<file path="src/rtl/ufe_pkg.sv">
// Types and constants for the Ethernet/IPv4/UDP frame filter
`timescale 1ns / 1ps

package ufe_pkg;

	// result status codes
	typedef enum logic [2:0] {
		ST_ACCEPT       = 3'd0,
		ST_MAC_FILTERED = 3'd1,
		ST_NOT_IPV4     = 3'd2,
		ST_NOT_UDP      = 3'd3,
		ST_TOO_SHORT    = 3'd4
	} ufe_status_t;

	// one result request
	typedef struct packed {
		ufe_status_t status;
		logic [63:0] payload;
	} ufe_result_t;

	// frame byte offsets (byte count before the current byte)
	localparam logic [5:0] MAC_LEN     = 6'd6;
	localparam logic [5:0] ETYPE_OFF   = 6'd12;
	localparam logic [5:0] ETYPE_OFF_1 = 6'd13;
	localparam logic [5:0] PROTO_OFF   = 6'd23;
	localparam logic [5:0] PAYLOAD_OFF = 6'd42;
	localparam logic [5:0] PAYLOAD_END = 6'd50;
	localparam logic [5:0] OFFSET_MAX  = 6'd63;

	// header values
	localparam logic [7:0] BCAST_BYTE   = 8'hff;
	localparam logic [7:0] ETYPE_IPV4_H = 8'h08;
	localparam logic [7:0] ETYPE_IPV4_L = 8'h00;
	localparam logic [7:0] IP_PROTO_UDP = 8'd17;

	// configuration register indexes
	localparam logic REG_OWN_MAC   = 1'b0;
	localparam logic REG_FILTER_EN = 1'b1;

endpackage

</file>
<file path="src/rtl/ufe_stream_if.sv">
// Valid/ready stream interfaces for frame bytes and filter results
`timescale 1ns / 1ps

interface ufe_byte_if;
	logic       valid;
	logic       ready;
	logic [7:0] frame_byte;
	logic       last_byte;

	modport source (output valid, output frame_byte, output last_byte, input ready);
	modport sink (input valid, input frame_byte, input last_byte, output ready);
endinterface

interface ufe_result_if;
	logic        valid;
	logic        ready;
	logic [2:0]  status;
	logic [63:0] payload_value;

	modport source (output valid, output status, output payload_value, input ready);
	modport sink (input valid, input status, input payload_value, output ready);
endinterface

</file>
<file path="src/rtl/ufe_frame_parser.sv">
// Per-byte header tracking and status decision for one frame
`timescale 1ns / 1ps

module ufe_frame_parser import ufe_pkg::*; (
	input  logic        clk,
	input  logic        arst_n,
	input  logic        take,
	input  logic [7:0]  frame_byte,
	input  logic        last_byte,
	input  logic [47:0] own_mac,
	input  logic        filter_enable,
	output ufe_result_t result
);

	logic [5:0]  offset_q;
	logic        ucast_q;
	logic        bcast_q;
	logic        etype_ok_q;
	logic        proto_ok_q;
	logic [63:0] pay_q;

	logic [7:0]  mac_want;
	logic        in_mac;
	logic        ucast_d;
	logic        bcast_d;
	logic        etype_ok_d;
	logic        proto_ok_d;
	logic [63:0] pay_d;
	logic        filtered;

	// own MAC byte expected at this offset, first wire byte is the top one
	always_comb begin
		case (offset_q[2:0])
			3'd0:    mac_want = own_mac[47:40];
			3'd1:    mac_want = own_mac[39:32];
			3'd2:    mac_want = own_mac[31:24];
			3'd3:    mac_want = own_mac[23:16];
			3'd4:    mac_want = own_mac[15:8];
			default: mac_want = own_mac[7:0];
		endcase
	end

	// flag updates for the byte in hand
	always_comb begin
		in_mac     = offset_q < MAC_LEN;
		ucast_d    = ucast_q & (!in_mac | (frame_byte == mac_want));
		bcast_d    = bcast_q & (!in_mac | (frame_byte == BCAST_BYTE));
		etype_ok_d = etype_ok_q;
		if (offset_q == ETYPE_OFF && frame_byte != ETYPE_IPV4_H) begin
			etype_ok_d = 1'b0;
		end
		if (offset_q == ETYPE_OFF_1 && frame_byte != ETYPE_IPV4_L) begin
			etype_ok_d = 1'b0;
		end
		proto_ok_d = (offset_q == PROTO_OFF) ? (frame_byte == IP_PROTO_UDP) : proto_ok_q;
		pay_d = pay_q;
		if (offset_q >= PAYLOAD_OFF && offset_q < PAYLOAD_END) begin
			pay_d = {frame_byte, pay_q[63:8]};
		end
	end

	// status priority; length L = offset + 1, so L < n is offset < n - 1
	always_comb begin
		filtered = filter_enable & !ucast_d & !bcast_d;
		result.payload = 64'd0;
		if (offset_q < MAC_LEN - 6'd1) begin
			result.status = ST_TOO_SHORT;
		end else if (filtered) begin
			result.status = ST_MAC_FILTERED;
		end else if (offset_q < ETYPE_OFF_1) begin
			result.status = ST_TOO_SHORT;
		end else if (!etype_ok_d) begin
			result.status = ST_NOT_IPV4;
		end else if (offset_q < PROTO_OFF) begin
			result.status = ST_TOO_SHORT;
		end else if (!proto_ok_d) begin
			result.status = ST_NOT_UDP;
		end else if (offset_q < PAYLOAD_END - 6'd1) begin
			result.status = ST_TOO_SHORT;
		end else begin
			result.status  = ST_ACCEPT;
			result.payload = pay_d;
		end
	end

	// frame state: advance on each byte, back to start after the last one
	always_ff @(posedge clk or negedge arst_n) begin
		if (!arst_n) begin
			offset_q   <= 6'd0;
			ucast_q    <= 1'b1;
			bcast_q    <= 1'b1;
			etype_ok_q <= 1'b1;
			proto_ok_q <= 1'b0;
			pay_q      <= 64'd0;
		end else if (take) begin
			if (last_byte) begin
				offset_q   <= 6'd0;
				ucast_q    <= 1'b1;
				bcast_q    <= 1'b1;
				etype_ok_q <= 1'b1;
				proto_ok_q <= 1'b0;
				pay_q      <= 64'd0;
			end else begin
				if (offset_q != OFFSET_MAX) begin
					offset_q <= offset_q + 6'd1;
				end
				ucast_q    <= ucast_d;
				bcast_q    <= bcast_d;
				etype_ok_q <= etype_ok_d;
				proto_ok_q <= proto_ok_d;
				pay_q      <= pay_d;
			end
		end
	end

endmodule

</file>
<file path="src/rtl/udp_frame_filter_extract_core.sv">
// Top level of the Ethernet/IPv4/UDP frame filter and payload extractor
// Usage:
//   frame_in carries one frame byte per request, wire order, last_byte on the
//   final byte. result_out carries one status request per frame, raised the
//   cycle after the last byte is taken unless stalled; payload_value holds
//   the first eight UDP payload bytes (first byte in bits 7:0) if accepted.
//   Throughput is one byte per cycle: header checks are a few byte compares
//   done between the frame state registers and the result register.
//   The APB port holds own_mac (address 0) and filter_enable (address 8);
//   write them only while no frame is in progress. pready is always high.
//   Reset clears the frame state, both config registers and the result stage.
//   When result_out stalls, a second result is held in a skid register and
//   frame_in keeps taking bytes; only with both result slots full does
//   frame_in.ready drop, and it rises again once result_out takes one.
`timescale 1ns / 1ps

module udp_frame_filter_extract_core import ufe_pkg::*; (
	input  logic         clk,
	input  logic         arst_n,
	ufe_byte_if.sink     frame_in,
	ufe_result_if.source result_out,
	input  logic         psel,
	input  logic         penable,
	input  logic         pwrite,
	input  logic [3:0]   paddr,
	input  logic [63:0]  pwdata,
	output logic [63:0]  prdata,
	output logic         pready
);

	logic [47:0] own_mac_q;
	logic        filter_en_q;
	logic        cfg_wr;

	logic        take;
	logic        res_new;
	ufe_result_t res_d;

	logic        out_valid_q;
	ufe_result_t out_q;
	logic        skid_valid_q;
	ufe_result_t skid_q;

	// configuration writes, decoded on the 8-byte register slot
	assign pready = 1'b1;
	assign cfg_wr = psel & penable & pwrite & pready;

	always_ff @(posedge clk or negedge arst_n) begin
		if (!arst_n) begin
			own_mac_q   <= 48'd0;
			filter_en_q <= 1'b0;
		end else if (cfg_wr) begin
			case (paddr[3])
				REG_OWN_MAC:   own_mac_q   <= pwdata[47:0];
				REG_FILTER_EN: filter_en_q <= pwdata[0];
				default:       ;
			endcase
		end
	end

	// register readback
	always_comb begin
		case (paddr[3])
			REG_OWN_MAC:   prdata = {16'd0, own_mac_q};
			REG_FILTER_EN: prdata = {63'd0, filter_en_q};
			default:       prdata = 64'd0;
		endcase
	end

	// byte acceptance
	assign frame_in.ready = !skid_valid_q;
	assign take           = frame_in.valid & frame_in.ready;
	assign res_new        = take & frame_in.last_byte;

	ufe_frame_parser u_parser (
		.clk           (clk),
		.arst_n        (arst_n),
		.take          (take),
		.frame_byte    (frame_in.frame_byte),
		.last_byte     (frame_in.last_byte),
		.own_mac       (own_mac_q),
		.filter_enable (filter_en_q),
		.result        (res_d)
	);

	// result register with a skid slot behind it
	always_ff @(posedge clk or negedge arst_n) begin
		if (!arst_n) begin
			out_valid_q  <= 1'b0;
			skid_valid_q <= 1'b0;
		end else if (result_out.ready || !out_valid_q) begin
			out_valid_q  <= skid_valid_q | res_new;
			skid_valid_q <= 1'b0;
		end else if (res_new) begin
			skid_valid_q <= 1'b1;
		end
	end

	always_ff @(posedge clk) begin
		if (result_out.ready || !out_valid_q) begin
			out_q <= skid_valid_q ? skid_q : res_d;
		end else if (res_new) begin
			skid_q <= res_d;
		end
	end

	assign result_out.valid         = out_valid_q;
	assign result_out.status        = out_q.status;
	assign result_out.payload_value = out_q.payload;

endmodule

</file>
<file path="src/flat_wrapper.sv">
// flat-port wrapper written by rule: the top's interface ports become plain ports
module udp_frame_filter_extract_core_flat import ufe_pkg::*;
  (clk, arst_n, psel, penable, pwrite, paddr, pwdata, prdata, pready, frame_in_valid, frame_in_frame_byte, frame_in_last_byte, frame_in_ready, result_out_valid, result_out_status, result_out_payload_value, result_out_ready);
  ufe_byte_if frame_in_i ();
  ufe_result_if result_out_i ();
  input  logic clk;
  input  logic arst_n;
  input  logic psel;
  input  logic penable;
  input  logic pwrite;
  input  logic [3:0] paddr;
  input  logic [63:0] pwdata;
  output logic [63:0] prdata;
  output logic pready;
  input wire logic [$bits(frame_in_i.valid)-1:0] frame_in_valid;
  input wire logic [$bits(frame_in_i.frame_byte)-1:0] frame_in_frame_byte;
  input wire logic [$bits(frame_in_i.last_byte)-1:0] frame_in_last_byte;
  output wire logic [$bits(frame_in_i.ready)-1:0] frame_in_ready;
  output wire logic [$bits(result_out_i.valid)-1:0] result_out_valid;
  output wire logic [$bits(result_out_i.status)-1:0] result_out_status;
  output wire logic [$bits(result_out_i.payload_value)-1:0] result_out_payload_value;
  input wire logic [$bits(result_out_i.ready)-1:0] result_out_ready;
  assign frame_in_i.valid = frame_in_valid;
  assign frame_in_i.frame_byte = frame_in_frame_byte;
  assign frame_in_i.last_byte = frame_in_last_byte;
  assign frame_in_ready = frame_in_i.ready;
  assign result_out_valid = result_out_i.valid;
  assign result_out_status = result_out_i.status;
  assign result_out_payload_value = result_out_i.payload_value;
  assign result_out_i.ready = result_out_ready;
  udp_frame_filter_extract_core u_core (.clk(clk), .arst_n(arst_n), .frame_in(frame_in_i), .result_out(result_out_i), .psel(psel), .penable(penable), .pwrite(pwrite), .paddr(paddr), .pwdata(pwdata), .prdata(prdata), .pready(pready));
endmodule
</file>
<file path="config.mk">
export PLATFORM = sky130hd
export DESIGN_NAME = udp_frame_filter_extract_core_flat
export DESIGN_NICKNAME = d
export VERILOG_FILES = /design/src/rtl/ufe_pkg.sv /design/src/rtl/ufe_stream_if.sv /design/src/rtl/ufe_frame_parser.sv /design/src/rtl/udp_frame_filter_extract_core.sv /design/src/flat_wrapper.sv
export SDC_FILE = /design/constraint.sdc
export NUM_CORES = 1
export LEC_CHECK = 0
export ABC_AREA = 1
export BUFFER_PORTS_ARGS = -buffer_cell sky130_fd_sc_hd__buf_2
export CAP_MARGIN = 5
export CORE_MARGIN = 2
export CORE_UTILIZATION = 60
export DETAILED_ROUTE_END_ITERATION = 10
export GPL_TIMING_DRIVEN = 1
export PLACE_DENSITY = 0.92
export SYNTH_ARGS = -nofsm -noshare
export SYNTH_HDL_FRONTEND = slang
export SYNTH_SLANG_ARGS = --single-unit
</file>
<file path="constraint.sdc">
create_clock -name clk -period 8 [get_ports clk]
set_clock_uncertainty 0.05 [all_clocks]
set_input_delay 1.2 -clock clk [delete_from_list [all_inputs] [get_ports clk]]
set_output_delay 1.2 -clock clk [all_outputs]
set_load 0.02 [all_outputs]
</file>
==> flow_summary.toml <==
[outcome]
outcome = "finished, final reports clean"

[timing]
finalSetupViolations = 0
fmax_mhz = 240
layout_min_cycle_time_ps = 4160
tns_ps = 0
finalCritPeriodShare_pct = 52.0
slew_viol_final = 0
maxSlewHeadroom_pct = 32.4
grt_setup_unrepaired = "false"
timing_hold_violations_final = 0
whs_ps = 433
worst_pin_slew_ps = 1010

[detailed_routing]
drt-wirelength-per-cell_um = 16.4
ant_nets = 0
wl_mm = 29.7
vias_per_cell = 5.83
first_pass_iters = 8
drc = 0
vias = 10554
drt-initial-drc-count = 1332

[worst_setup_path]
path_class = "reg2reg"
cpMostUsedCell = "nand2_1"
crit_required_ps = 8310
crit_chain = "inv_2, ha_1, nor2_2, nand4_1, nand3_1, nand2_1, nand2_1, nand2_1, nor2_1, nand2_1, nand2_1, nand2_1, nand2_4, nand2_4, nor2_1"
cpPeakStageDelay_ps = 660
cp_slowest_cell = "dfrtp_1"
rrSetupSlack_ps = 3840
cp_data_arrival_time_ps = 4470
r2r_start = "u_core.u_parser.offset_q[2]"
path_max_fanout = 69
reg2regPathDepth = 15
critPathCaptureType = "flip-flop"
cp_top_family = "simple AND/OR/NAND/NOR gates"
path_buf_inv = 1
r2r_end = "u_core.skid_q[40]"
worstSetupStartpointType = "flip-flop"

[floorplan]
core-area_um2 = 20200
initial_utilization_pct = 61.0
die_height_um = 147
io_pins = 218
fp-row-count = 52
fp.dieArea_um2 = 21700
die_w_um = 147

[grt]
grt_max_degree = 77
overflow = 0
gr-usage-all-layers_pct = 27.4
antenna_found_initial = 0
grtUsageMet2_pct = 46.1
grt_first_pass_wirelength_mm = 48.6
top_usage_layer = "met2"
grt_util_met1_pct = 35.7
grt_pass1_vias = 9933
grt_use_met3_pct = 4.23

[hold_path]
hold_depth = 2
hold_path.startpoint = "u_core.u_parser.pay_q[3]"
hold_class = "reg2reg"
hold_path_end = "u_core.u_parser.pay_q[3]"

[synth]
ys_seq_area_share_pct = 58.0
synth.distinct_cells = 31
postSynthCellCount = 1395
ys_warn_count = 0
synth_area_um2 = 12300
avgSynthCellArea_um2 = 8.85
ys_ff_latch = 259

[layout]
fill_cells = 1446
stdcell_count = 1809
drive_gt1_share_pct = 16.7
syn2layout_area_growth_pct = 13.8
fin_nets = 1609
antenna_cells = 0

[cts]
cts-htree-levels = 1
cts_hold_buf = 0
cts.sinks = 259
clock_latency_ps = 530
path_clk_slew_ps = 60
cts_tree = "built"
cts_resized = 0
root_buffer = "clkbuf_16"
max-clock-path-buffers = 3
post-cts-setup-buffer-count = 0
cts_buffers = 27

[placement]
portBuffers = 181
dp.cells = 1760
hpwl_mm = 18.2
place.gp.congestion = 1.01

[power_and_ir_drop]
powerDensity_nw_per_um2 = 238
p_leak_nw = 6.25
ir_drop_mv = 0.172
p_total_mw = 3.34

[run]
cap_violations = 0
[metrics by stage]
step	area (µm²)	setup WS, ps	util, %
2_1_floorplan	12400	1700	-
3_3_place_gp	13200	4090	65.2
3_5_place_dp	13200	4020	65.2
4_1_cts	14000	4000	69.4
5_1_grt	14000	3500	69.4
6_report	14000	3840	69.4
[tightest hold or removal path, delay by kind of cell (launching register included)]
kind,cells,cell delay [ps]
flops,1,340
simple gates,1,50
compound gates,1,60
[layout by cell type, fill, tap and decap left out, drive strengths merged, types with 19 or more instances in the layout]
| master | instances |
|---|---|
| nand2 | 297 |
| buf | 194 |
| nor2 | 190 |
| inv | 138 |
| edfxtp | 134 |
| dfrtp | 122 |
| nand3 | 89 |
| o21ai | 89 |
| nor4 | 64 |
| o22ai | 60 |
| a21oi | 57 |
| clkbuf | 34 |
| nand4 | 19 |
[cells by family after synthesis]
| logic type | Yosys count | synth area share (%) |
|---|---|---|
| buffers and inverters | 254 | 9.01 |
| other | 2 | 0.0609 |
| AND/OR/NAND/NOR | 664 | 23.1 |
| flip-flops | 259 | 58.0 |
| XOR/XNOR | 1 | 0.0710 |
| adder cells (fa/ha/maj) | 6 | 0.608 |
| AO/OA/AOI/OAI | 209 | 9.15 |
[state kept, by name, summed over array words and instances (netlist names), 3 cells and up]
name / cells
u_core.own_mac_q: 48
u_core.u_parser.pay_q: 64
u_core.skid_q: 67
u_core.result_out.status: 3
u_core.result_out.payload_value: 64
u_core.u_parser.offset_q: 6
[worst max path at each step]
stage          slack [ps]           endpoint  depth (start not counted)                         from
6_report             3840  u_core.skid_q[40]                         15  u_core.u_parser.offset_q[2]
5_1_grt              3500  u_core.skid_q[45]                         15  u_core.u_parser.offset_q[2]
4_1_cts              4000  u_core.skid_q[45]                         15  u_core.u_parser.offset_q[2]
3_5_place_dp         4020  u_core.skid_q[38]                         15  u_core.u_parser.offset_q[2]
3_3_place_gp         4090  u_core.skid_q[61]                         15  u_core.u_parser.offset_q[2]
2_1_floorplan        1700   u_core.skid_q[0]                          3             result_out_ready
[area by class of cell]
class                   count  area (µm²)  area share, %
clock buffers              34         732           5.21
clock inverters            15         113          0.802
inverters                 140         526           3.74
multi-input cells         897        4170           29.7
flip-flops and latches    259        7160           51.0
well taps                 270         338           2.41
repair buffers            194        1010           7.17
[metal layers]
| layer | up-vias | routed length, µm | share of wire [%] |
|---|---|---|---|
| met5 | - | 0 | 0 |
| met4 | 0 | 1130 | 3.8 |
| li1 | 4897 | - | - |
| met2 | 661 | 14600 | 49 |
| met3 | 95 | 2820 | 9.5 |
| met1 | 4901 | 11200 | 38 |
[cells in the mapped netlist]
library cell / count / area share [%]
a21oi_1: 57 / 2.3
a31oi_1: 1 / 0.051
and3_1: 1 / 0.051
buf_1: 10 / 0.30
buf_2: 13 / 0.53
buf_4: 20 / 1.2
buf_6: 9 / 0.82
clkbuf_1: 62 / 1.9
conb_1: 2 / 0.061
dfrtp_1: 122 / 25
dfstp_2: 3 / 0.64
edfxtp_1: 134 / 33
ha_1: 6 / 0.61
inv_1: 138 / 4.2
inv_2: 2 / 0.061
nand2_1: 294 / 8.9
nand2_2: 1 / 0.051
nand2_4: 2 / 0.18
nand3_1: 89 / 3.6
nand4_1: 19 / 0.96
nor2_1: 186 / 5.7
nor2_2: 4 / 0.20
nor3_1: 3 / 0.12
nor3_2: 1 / 0.081
nor4_1: 64 / 3.2
o211ai_1: 1 / 0.061
o21ai_0: 79 / 3.2
o21ai_1: 10 / 0.41
o22ai_1: 60 / 3.0
o41ai_1: 1 / 0.071
xor2_1: 1 / 0.071
[report_power, final]
group / leakage [nW] / total, mW / switching (mW) / internal (mW)
sequential: 2.93 / 1.55 / 0.0465 / 1.50
clock: 0.424 / 1.19 / 0.510 / 0.680
combinational: 2.90 / 0.604 / 0.433 / 0.172
(Power assumes the default switching activity.)
